[src/hdl/clf_pkg.sv]
// shared types, widths and constants for the cpu load factor averager
package clf_pkg;

    localparam int CPU_SLOTS = 16;

    localparam int CPU_W     = 5;
    localparam int Q_W       = 10;
    localparam int JOB_W     = 16;
    localparam int FRAC_BITS = 16;
    localparam int AVG_W     = 21;
    localparam int ALPHA_W   = 17;
    localparam int NUM_AVG   = 3;
    localparam int IDX_W     = 2;
    localparam int CFG_IDX_W = 2;

    localparam int S_TDATA_W = 24;
    localparam int M_TDATA_W = 96;

    localparam int DIV_W       = CPU_W + FRAC_BITS;
    localparam int DIVISOR_W   = JOB_W + 1;
    localparam int DIV_CNT_W   = $clog2(DIV_W + 1);

    localparam logic [CPU_W-1:0] CPU_CAP =
        (CPU_SLOTS < 31) ? CPU_W'(CPU_SLOTS) : CPU_W'(31);
    localparam logic [JOB_W-1:0] JOB_MAX = {JOB_W{1'b1}};
    localparam logic [AVG_W-1:0] AVG_MAX = {AVG_W{1'b1}};

    localparam logic [CFG_IDX_W-1:0] CFG_ALPHA_SHORT       = CFG_IDX_W'(0);
    localparam logic [CFG_IDX_W-1:0] CFG_ALPHA_MINUTE      = CFG_IDX_W'(1);
    localparam logic [CFG_IDX_W-1:0] CFG_ALPHA_FIVE_MINUTE = CFG_IDX_W'(2);

    localparam logic [ALPHA_W-1:0] ALPHA_SHORT_RST       = ALPHA_W'(13107);
    localparam logic [ALPHA_W-1:0] ALPHA_MINUTE_RST      = ALPHA_W'(1092);
    localparam logic [ALPHA_W-1:0] ALPHA_FIVE_MINUTE_RST = ALPHA_W'(218);

    typedef enum logic [2:0] {
        ST_IDLE,
        ST_SETUP,
        ST_DIV,
        ST_MUL,
        ST_UPD,
        ST_OUT
    } state_t;

    typedef struct packed {
        logic busy;
        logic done;
    } div_status_t;

endpackage

[src/hdl/cpu_load_factor_averager.sv]
// top level: slot accumulation, sequencer and result register
//
// input stream: one transfer per processor slot, s_tlast closes the sample.
// s_tdata carries cpu_running, cpu_queue_count and global_queue_count.
// a transfer without s_tlast is absorbed and gives no result.
// the closing transfer starts the computation and drops s_tready until it
// is done: the instant factor is set directly (more processors than jobs)
// or computed in the bit-serial divider, then the three averages pass one
// after another through one multiplier, each through multiply and update.
// m_tdata holds the result in a register until m_tready takes it; while it
// waits the block keeps absorbing slot transfers, and a following closing
// transfer finishes its computation and then waits for the register.
// reset clears the sums, the averages and the seeded flag and loads the
// default weights. weights are written through cfg_we, cfg_index, cfg_data;
// the user must write them only while idle; the block itself does not enforce it.
module cpu_load_factor_averager (
    input  logic                                  aclk,
    input  logic                                  aresetn,
    input  logic                                  s_tvalid,
    output logic                                  s_tready,
    // cpu_running, cpu_queue_count, global_queue_count, zero pad
    input  logic [clf_pkg::S_TDATA_W-1:0]         s_tdata,
    input  logic                                  s_tlast,
    output logic                                  m_tvalid,
    input  logic                                  m_tready,
    // instant_factor, avg_short, avg_minute, avg_five_minute, running_cpus, zero pad
    output logic [clf_pkg::M_TDATA_W-1:0]         m_tdata,
    input  logic                                  cfg_we,
    input  logic [clf_pkg::CFG_IDX_W-1:0]         cfg_index,
    input  logic [clf_pkg::ALPHA_W-1:0]           cfg_data
);

    localparam int PAD_W = clf_pkg::M_TDATA_W - clf_pkg::CPU_W
                           - (clf_pkg::NUM_AVG + 1) * clf_pkg::AVG_W;

    clf_pkg::state_t state_reg, state_next;

    logic [clf_pkg::CPU_W-1:0]   cpu_sum_reg, cpu_sum_next;
    logic [clf_pkg::JOB_W-1:0]   job_sum_reg, job_sum_next;
    logic [clf_pkg::CPU_W-1:0]   cpus_reg, cpus_next;
    logic [clf_pkg::JOB_W-1:0]   jobs_reg, jobs_next;
    logic [clf_pkg::AVG_W-1:0]   inst_reg, inst_next;
    logic                        seeded_reg, seeded_next;
    logic [clf_pkg::AVG_W-1:0]   avg_reg [clf_pkg::NUM_AVG];
    logic [clf_pkg::AVG_W-1:0]   avg_next [clf_pkg::NUM_AVG];
    logic [clf_pkg::IDX_W-1:0]   idx_reg, idx_next;
    logic [clf_pkg::ALPHA_W-1:0] alpha_reg [clf_pkg::NUM_AVG];
    logic [clf_pkg::ALPHA_W-1:0] alpha_next [clf_pkg::NUM_AVG];
    logic                        m_tvalid_reg, m_tvalid_next;
    logic [clf_pkg::M_TDATA_W-1:0] m_tdata_reg, m_tdata_next;

    logic                        in_running;
    logic [clf_pkg::Q_W-1:0]     in_local;
    logic [clf_pkg::Q_W-1:0]     in_global;
    logic [clf_pkg::CPU_W-1:0]   cpu_acc;
    logic [clf_pkg::JOB_W-1:0]   job_run;
    logic [clf_pkg::JOB_W-1:0]   job_all;

    logic                        div_start;
    logic [clf_pkg::DIV_W-1:0]   div_dividend;
    logic [clf_pkg::DIVISOR_W-1:0] div_divisor;
    logic [clf_pkg::DIV_W-1:0]   div_quotient;
    clf_pkg::div_status_t        div_status;

    logic                        mul_en;
    logic [clf_pkg::AVG_W-1:0]   avg_new;

    function automatic logic [clf_pkg::JOB_W-1:0] sat_add(
        input logic [clf_pkg::JOB_W-1:0] a,
        input logic [clf_pkg::Q_W-1:0]   b
    );
        logic [clf_pkg::JOB_W:0] s;
        s = {1'b0, a} + (clf_pkg::JOB_W + 1)'(b);
        return s[clf_pkg::JOB_W] ? clf_pkg::JOB_MAX : s[clf_pkg::JOB_W-1:0];
    endfunction

    assign div_dividend = {cpus_reg, {clf_pkg::FRAC_BITS{1'b0}}};
    assign div_divisor  = {1'b0, jobs_reg} + clf_pkg::DIVISOR_W'(1);

    clf_div u_div (
        .aclk     (aclk),
        .aresetn  (aresetn),
        .start    (div_start),
        .dividend (div_dividend),
        .divisor  (div_divisor),
        .quotient (div_quotient),
        .status   (div_status)
    );

    clf_ema u_ema (
        .aclk    (aclk),
        .mul_en  (mul_en),
        .inst    (inst_reg),
        .avg     (avg_reg[idx_reg]),
        .alpha   (alpha_reg[idx_reg]),
        .avg_new (avg_new)
    );

    always_comb begin
        in_running = s_tdata[0];
        in_local   = s_tdata[clf_pkg::Q_W:1];
        in_global  = s_tdata[2*clf_pkg::Q_W:clf_pkg::Q_W+1];
        cpu_acc    = (in_running && (cpu_sum_reg < clf_pkg::CPU_CAP))
                     ? cpu_sum_reg + clf_pkg::CPU_W'(1) : cpu_sum_reg;
        job_run    = sat_add(job_sum_reg, in_running ? in_local : '0);
        job_all    = sat_add(job_run, in_global);
    end

    always_comb begin
        state_next    = state_reg;
        cpu_sum_next  = cpu_sum_reg;
        job_sum_next  = job_sum_reg;
        cpus_next     = cpus_reg;
        jobs_next     = jobs_reg;
        inst_next     = inst_reg;
        seeded_next   = seeded_reg;
        avg_next      = avg_reg;
        idx_next      = idx_reg;
        alpha_next    = alpha_reg;
        m_tvalid_next = m_tvalid_reg;
        m_tdata_next  = m_tdata_reg;
        s_tready      = 1'b0;
        div_start     = 1'b0;
        mul_en        = 1'b0;

        if (cfg_we) begin
            unique case (cfg_index)
                clf_pkg::CFG_ALPHA_SHORT:       alpha_next[0] = cfg_data;
                clf_pkg::CFG_ALPHA_MINUTE:      alpha_next[1] = cfg_data;
                clf_pkg::CFG_ALPHA_FIVE_MINUTE: alpha_next[2] = cfg_data;
                default: ;
            endcase
        end

        if (m_tvalid_reg && m_tready) begin
            m_tvalid_next = 1'b0;
        end

        unique case (state_reg)
            clf_pkg::ST_IDLE: begin
                s_tready = 1'b1;
                if (s_tvalid) begin
                    if (s_tlast) begin
                        cpus_next    = cpu_acc;
                        jobs_next    = job_all;
                        cpu_sum_next = '0;
                        job_sum_next = '0;
                        state_next   = clf_pkg::ST_SETUP;
                    end else begin
                        cpu_sum_next = cpu_acc;
                        job_sum_next = job_run;
                    end
                end
            end
            clf_pkg::ST_SETUP: begin
                if (!seeded_reg) begin
                    for (int i = 0; i < clf_pkg::NUM_AVG; i++) begin
                        avg_next[i] = {cpus_reg, {clf_pkg::FRAC_BITS{1'b0}}};
                    end
                    seeded_next = 1'b1;
                end
                idx_next = '0;
                if ({{(clf_pkg::JOB_W-clf_pkg::CPU_W){1'b0}}, cpus_reg} > jobs_reg) begin
                    inst_next  = {cpus_reg - jobs_reg[clf_pkg::CPU_W-1:0],
                                  {clf_pkg::FRAC_BITS{1'b0}}};
                    state_next = clf_pkg::ST_MUL;
                end else begin
                    div_start  = 1'b1;
                    state_next = clf_pkg::ST_DIV;
                end
            end
            clf_pkg::ST_DIV: begin
                if (div_status.done) begin
                    inst_next  = div_quotient;
                    state_next = clf_pkg::ST_MUL;
                end
            end
            clf_pkg::ST_MUL: begin
                mul_en     = 1'b1;
                state_next = clf_pkg::ST_UPD;
            end
            clf_pkg::ST_UPD: begin
                avg_next[idx_reg] = avg_new;
                if (idx_reg == clf_pkg::IDX_W'(clf_pkg::NUM_AVG - 1)) begin
                    state_next = clf_pkg::ST_OUT;
                end else begin
                    idx_next   = idx_reg + clf_pkg::IDX_W'(1);
                    state_next = clf_pkg::ST_MUL;
                end
            end
            clf_pkg::ST_OUT: begin
                if (!m_tvalid_reg || m_tready) begin
                    m_tvalid_next = 1'b1;
                    m_tdata_next  = {{PAD_W{1'b0}}, cpus_reg,
                                     avg_reg[2], avg_reg[1], avg_reg[0], inst_reg};
                    state_next    = clf_pkg::ST_IDLE;
                end
            end
            default: state_next = clf_pkg::ST_IDLE;
        endcase
    end

    always_ff @(posedge aclk) begin
        if (!aresetn) begin
            state_reg    <= clf_pkg::ST_IDLE;
            cpu_sum_reg  <= '0;
            job_sum_reg  <= '0;
            seeded_reg   <= 1'b0;
            idx_reg      <= '0;
            m_tvalid_reg <= 1'b0;
            for (int i = 0; i < clf_pkg::NUM_AVG; i++) begin
                avg_reg[i] <= '0;
            end
            alpha_reg[0] <= clf_pkg::ALPHA_SHORT_RST;
            alpha_reg[1] <= clf_pkg::ALPHA_MINUTE_RST;
            alpha_reg[2] <= clf_pkg::ALPHA_FIVE_MINUTE_RST;
        end else begin
            state_reg    <= state_next;
            cpu_sum_reg  <= cpu_sum_next;
            job_sum_reg  <= job_sum_next;
            seeded_reg   <= seeded_next;
            idx_reg      <= idx_next;
            m_tvalid_reg <= m_tvalid_next;
            avg_reg      <= avg_next;
            alpha_reg    <= alpha_next;
        end
    end

    always_ff @(posedge aclk) begin
        cpus_reg    <= cpus_next;
        jobs_reg    <= jobs_next;
        inst_reg    <= inst_next;
        m_tdata_reg <= m_tdata_next;
    end

    assign m_tvalid = m_tvalid_reg;
    assign m_tdata  = m_tdata_reg;

    a_close_blocks_input: assert property (@(posedge aclk) disable iff (!aresetn)
        (s_tvalid && s_tready && s_tlast) |=> !s_tready)
        else $error("input still ready after closing transfer");

    a_div_active: assert property (@(posedge aclk) disable iff (!aresetn)
        (state_reg == clf_pkg::ST_DIV) |-> (div_status.busy || div_status.done))
        else $error("waiting on an idle divider");

    a_result_from_out: assert property (@(posedge aclk) disable iff (!aresetn)
        $rose(m_tvalid) |-> $past(state_reg == clf_pkg::ST_OUT))
        else $error("result raised outside the output state");

    a_cpu_cap: assert property (@(posedge aclk) disable iff (!aresetn)
        m_tvalid |-> (m_tdata[88:84] <= clf_pkg::CPU_CAP))
        else $error("running count above its cap");

endmodule

[src/hdl/clf_div.sv]
// radix-2 restoring divider, one quotient bit per cycle
module clf_div (
    input  logic                                aclk,
    input  logic                                aresetn,
    input  logic                                start,
    input  logic [clf_pkg::DIV_W-1:0]           dividend,
    input  logic [clf_pkg::DIVISOR_W-1:0]       divisor,
    output logic [clf_pkg::DIV_W-1:0]           quotient,
    output clf_pkg::div_status_t                status
);

    logic [clf_pkg::DIVISOR_W-1:0] rem_reg, rem_next;
    logic [clf_pkg::DIV_W-1:0]     quo_reg, quo_next;
    logic [clf_pkg::DIVISOR_W-1:0] divisor_reg, divisor_next;
    logic [clf_pkg::DIV_CNT_W-1:0] cnt_reg, cnt_next;
    logic                          busy_reg, busy_next;
    logic                          done_reg, done_next;

    logic [clf_pkg::DIVISOR_W:0]   rem_sh;
    logic [clf_pkg::DIVISOR_W:0]   diff;
    logic                          ge;

    always_comb begin
        rem_sh       = {rem_reg, quo_reg[clf_pkg::DIV_W-1]};
        diff         = rem_sh - {1'b0, divisor_reg};
        ge           = !diff[clf_pkg::DIVISOR_W];
        rem_next     = rem_reg;
        quo_next     = quo_reg;
        divisor_next = divisor_reg;
        cnt_next     = cnt_reg;
        busy_next    = busy_reg;
        done_next    = 1'b0;
        if (start) begin
            rem_next     = '0;
            quo_next     = dividend;
            divisor_next = divisor;
            cnt_next     = clf_pkg::DIV_CNT_W'(clf_pkg::DIV_W);
            busy_next    = 1'b1;
        end else if (busy_reg) begin
            rem_next = ge ? diff[clf_pkg::DIVISOR_W-1:0] : rem_sh[clf_pkg::DIVISOR_W-1:0];
            quo_next = {quo_reg[clf_pkg::DIV_W-2:0], ge};
            cnt_next = cnt_reg - clf_pkg::DIV_CNT_W'(1);
            if (cnt_reg == clf_pkg::DIV_CNT_W'(1)) begin
                busy_next = 1'b0;
                done_next = 1'b1;
            end
        end
    end

    always_ff @(posedge aclk) begin
        if (!aresetn) begin
            cnt_reg  <= '0;
            busy_reg <= 1'b0;
            done_reg <= 1'b0;
        end else begin
            cnt_reg  <= cnt_next;
            busy_reg <= busy_next;
            done_reg <= done_next;
        end
    end

    always_ff @(posedge aclk) begin
        rem_reg     <= rem_next;
        quo_reg     <= quo_next;
        divisor_reg <= divisor_next;
    end

    assign quotient    = quo_reg;
    assign status.busy = busy_reg;
    assign status.done = done_reg;

endmodule

[src/hdl/clf_ema.sv]
// shared multiplier and clamped update for one moving average
module clf_ema (
    input  logic                          aclk,
    input  logic                          mul_en,
    input  logic [clf_pkg::AVG_W-1:0]     inst,
    input  logic [clf_pkg::AVG_W-1:0]     avg,
    input  logic [clf_pkg::ALPHA_W-1:0]   alpha,
    output logic [clf_pkg::AVG_W-1:0]     avg_new
);

    localparam int DIFF_W = clf_pkg::AVG_W + 1;
    localparam int ALS_W  = clf_pkg::ALPHA_W + 1;
    localparam int PROD_W = DIFF_W + ALS_W;
    localparam int STEP_W = PROD_W - clf_pkg::FRAC_BITS;
    localparam int SUM_W  = STEP_W + 1;

    logic signed [DIFF_W-1:0] diff;
    logic signed [ALS_W-1:0]  alpha_s;
    logic signed [PROD_W-1:0] prod_reg, prod_next;
    logic signed [STEP_W-1:0] step;
    logic signed [SUM_W-1:0]  sum;

    always_comb begin
        diff      = $signed({1'b0, inst}) - $signed({1'b0, avg});
        alpha_s   = $signed({1'b0, alpha});
        prod_next = diff * alpha_s;
    end

    always_ff @(posedge aclk) begin
        if (mul_en) begin
            prod_reg <= prod_next;
        end
    end

    always_comb begin
        // arithmetic shift keeps the floor for negative steps
        step = prod_reg[PROD_W-1:clf_pkg::FRAC_BITS];
        sum  = $signed({{(SUM_W-clf_pkg::AVG_W){1'b0}}, avg}) + $signed({step[STEP_W-1], step});
        if (sum[SUM_W-1]) begin
            avg_new = '0;
        end else if (|sum[SUM_W-2:clf_pkg::AVG_W]) begin
            avg_new = clf_pkg::AVG_MAX;
        end else begin
            avg_new = sum[clf_pkg::AVG_W-1:0];
        end
    end

endmodule

[config.mk]
export PLATFORM = sky130hd
export DESIGN_NAME = cpu_load_factor_averager
export DESIGN_NICKNAME = d
export VERILOG_FILES = /design/src/hdl/clf_pkg.sv /design/src/hdl/cpu_load_factor_averager.sv /design/src/hdl/clf_div.sv /design/src/hdl/clf_ema.sv
export SDC_FILE = /design/constraint.sdc
export NUM_CORES = 2
export LEC_CHECK = 0
export ABC_AREA = 1
export BUFFER_PORTS_ARGS = -buffer_cell sky130_fd_sc_hd__buf_4
export CELL_PAD_IN_SITES_DETAIL_PLACEMENT = 1
export CELL_PAD_IN_SITES_GLOBAL_PLACEMENT = 1
export CORE_MARGIN = 5
export CORE_UTILIZATION = 30
export CTS_CLUSTER_DIAMETER = 40
export CTS_CLUSTER_SIZE = 24
export DETAILED_ROUTE_END_ITERATION = 10
export PLACE_DENSITY_LB_ADDON = 0.1
export SLEW_MARGIN = 20
export SYNTH_ARGS = -nofsm -noshare
export SYNTH_HDL_FRONTEND = slang
export SYNTH_SLANG_ARGS = --single-unit
export TNS_END_PERCENT = 1
[constraint.sdc]
create_clock -name aclk -period 12.8 [get_ports aclk]
set_input_delay 1.28 -clock aclk [delete_from_list [all_inputs] [get_ports aclk]]
set_output_delay 1.28 -clock aclk [all_outputs]
set_load 0.05 [all_outputs]
==> metrics.log <==
INFO  metric run_status = completed
INFO  metric starting_density = 30.1%
INFO  metric detail_route.drc_violations = 0
INFO  metric die_area = 115,000 um^2
INFO  metric fin_tns_setup = 0 ns
INFO  metric endpoint_kind = flip-flop
INFO  metric top_reg_cell_synth = sky130_fd_sc_hd__dfxtp_1
INFO  metric layout.cells.most_common = sky130_fd_sc_hd__inv_1
INFO  metric postSynth.asyncResetShare = 0%
INFO  metric drt_iter0_drc = 1,263
INFO  metric buffer_ports.inserted = 136
INFO  metric final.setup_skew = 0.0479 ns
INFO  metric synth.cell_area = ~33,000 um^2
INFO  metric wire_length_reported_by_the_detailed_router = between 100 and 150 mm
INFO  metric min_period = 10.51 ns
INFO  metric post_cts_repair_timing_setup_buffer_count = 0
INFO  metric first_global_vias = 29,100
INFO  metric fp.dieW = ~340 um
INFO  metric number_of_buffers_inserted_for_hold_repair_after_clock_tree_synthesis = 0
INFO  metric die-height = ~340 um
INFO  metric slew_of_the_pin_with_the_lowest_slew_margin = 1.08 ns
INFO  metric nFillCells = 12,900
INFO  metric drv_cap = 0
INFO  metric slew_viol_final = 0
INFO  metric finalWeightedCongestion = 0.834
INFO  metric cts.htree.levels = 3
INFO  metric holdCritPathClass = reg2reg
INFO  metric route.vias.total = 26,800
INFO  metric rsz0062_at_grt = no
INFO  metric synthesis.area_per_instance = 8.11 um^2
INFO  metric tritoncts.num_buffers = 71
INFO  metric wire_per_inst = 20.4 um
INFO  metric flow.area_growth_from_synthesis = 15.5%
INFO  metric clock_transition_at_path_regs = roughly 0.05 ns
INFO  metric final_hold_viol_count = 0
INFO  metric most-common-layout-cells = sky130_fd_sc_hd__inv_1, sky130_fd_sc_hd__nand2_1, sky130_fd_sc_hd__nor2_1
INFO  metric post-route-period-util = 82.1%
INFO  metric drive_above_1_share = 10.2%
INFO  metric antennaDiodeCount = 0
INFO  metric design.core.area = 108,000 um^2
INFO  metric cell_count_after_synthesis = 4,021
INFO  metric largest_register_ffs = 89
INFO  metric critPathMostFrequentCell = sky130_fd_sc_hd__fa_1
INFO  metric multiInputGateArea = 20,100 um^2
INFO  metric cts.repair.resized = 0
INFO  metric critPathArrivalTime = 10.95 ns
INFO  metric via_per_inst = 4.76
INFO  metric share_of_the_yosys_chip_area_belonging_to_registers = a little over a quarter
INFO  metric detailedRoute.firstPassIterationCount = 5
INFO  metric cpPeakStageDelay = 0.73 ns
INFO  metric grt_usage = 19.9%
INFO  metric route.antenna.remaining_nets = 0
INFO  metric clkLatencyLatePin = 0.64 ns
INFO  metric grt_overflow_total = 0
INFO  metric grt_first_pass_wirelength = 177 mm
INFO  metric detailed_place_hpwl = 91.0 mm
INFO  metric grt_antenna_before_repair = 2
INFO  metric worstPathRequired = about 13 ns
INFO  metric crit_slowest_cell = sky130_fd_sc_hd__nor2_2
INFO  metric max-clock-path-buffers = 3
INFO  metric seqCellArea = approximately 9000 um^2
INFO  metric slew-limit-headroom = around 28%
INFO  metric max_freq = 95.2 MHz
INFO  metric clock-root-buffer = sky130_fd_sc_hd__clkbuf_16
INFO  metric num_rows = 121
INFO  metric ys_warn_count = 0
INFO  metric ys_types = 55
INFO  metric synth_seq_cells = around 360
INFO  metric final-setup-viol-count = 0
INFO  metric timing.setup.critical_path_class = reg2reg
INFO  metric cts_num_sinks = 359
INFO  metric design.portCount = 147
INFO  metric synth_edf_count = 177
INFO  metric largest_net_degree_at_the_start_of_global_routing = 76
INFO  metric cts_tree = yes
INFO  metric setup.worst_path.start_class = flip-flop
INFO  metric critPathMaxFanout = 23
INFO  metric nets = about 4,800
-- cell families (layout without fill, tap and decap cells) --
| logic type | Yosys count | after routing | synth area share [%] |
|---|---|---|---|
| fa+ha+maj | 562 | 562 | 30.2 |
| flops | 359 | 359 | 27.5 |
| other cells | 1 | 7 | 0.0115 |
| mux | 1 | 1 | 0.0345 |
| xor+xnor | 81 | 81 | 2.20 |
| buf+inv | 937 | 1111 | 11.1 |
| compound gates | 500 | 500 | 8.72 |
| simple gates | 1580 | 1580 | 20.3 |
-- final cells by class --
type	count	area share, %
Sequential cell	359	23.8
Timing Repair Buffer	172	3.43
Inverter	807	8.04
Clock inverter	52	1.72
Tap cell	1414	4.69
Multi-Input combinational cell	2731	53.4
Clock buffer	80	4.97
-- stage by stage --
step                std cells  hold slack [ns]  utilization (%)  setup slack (ns)  cell area [um^2]
floorplan                4027            0.417                -              4.84             32600
finish                   5615            0.430             34.8              2.29             37700
global route             5615            0.444             34.8              1.65             37700
CTS                      5615            0.430             34.8              2.28             37700
global placement         5483            0.433             32.4              2.35             35200
detailed placement       5483            0.440             32.4              2.33             35200
-- synthesized netlist by cell type (all sizes together) (2+ instances only) --
master  count  share of area (%)
xor2       48                1.3
a32oi      25               0.69
nor3       37               0.58
clkbuf     88                1.0
dfxtp     182                 11
o221ai      2              0.054
nand4      26               0.50
inv       799                9.2
nor2      417                4.8
o211ai     16               0.37
or2        77                1.5
o21a       14               0.32
o22ai      17               0.33
fa        375                 23
nand2     758                8.8
and3        2              0.038
clkinv      8              0.092
a31oi      15               0.29
o31ai       4              0.092
edfxtp    177                 16
buf        42               0.82
a21oi     229                3.5
o21bai     13               0.30
nor4        5              0.096
ha        187                7.2
nand3     251                3.9
xnor2      33               0.91
a211oi      3              0.069
o21ai     142                2.2
a31o        3              0.081
a21o        7               0.16
a21boi      6               0.14
a22oi       2              0.046
nand3b      5               0.12
-- final timing paths --
| check | startpoint | endpoint | slack (ns) | cells after the start |
|---|---|---|---|---|
| max | idx_reg[1] | u_ema.prod_reg[39] | 2.29 | 33 |
| max reg2reg | idx_reg[1] | u_ema.prod_reg[39] | 2.29 | 33 |
| min | inst_reg[0] | m_tdata[0] | 0.43 | 0 |
| min reg2reg | inst_reg[0] | m_tdata[0] | 0.43 | 0 |
-- routing by layer --
metal | routed length (um) | GRT usage, %
met5 | 0 | 0
met4 | 3550 | 5.94
met3 | 4400 | 2.64
met2 | 52900 | 33.0
met1 | 53700 | 27.3
-- worst max-delay path, delay by kind of cell (launching register included) --
family / cells / cell delay [ns]
AO/OA/AOI/OAI: 4 / 1.16
XOR/XNOR: 1 / 0.22
adder cells (fa/ha/maj): 8 / 3.88
buffers and inverters: 8 / 1.80
flip-flops: 1 / 0.54
AND/OR/NAND/NOR: 12 / 2.64
Power is not shown: default switching activity piles up to over one toggle a cycle in this logic, so the estimate is an artifact.
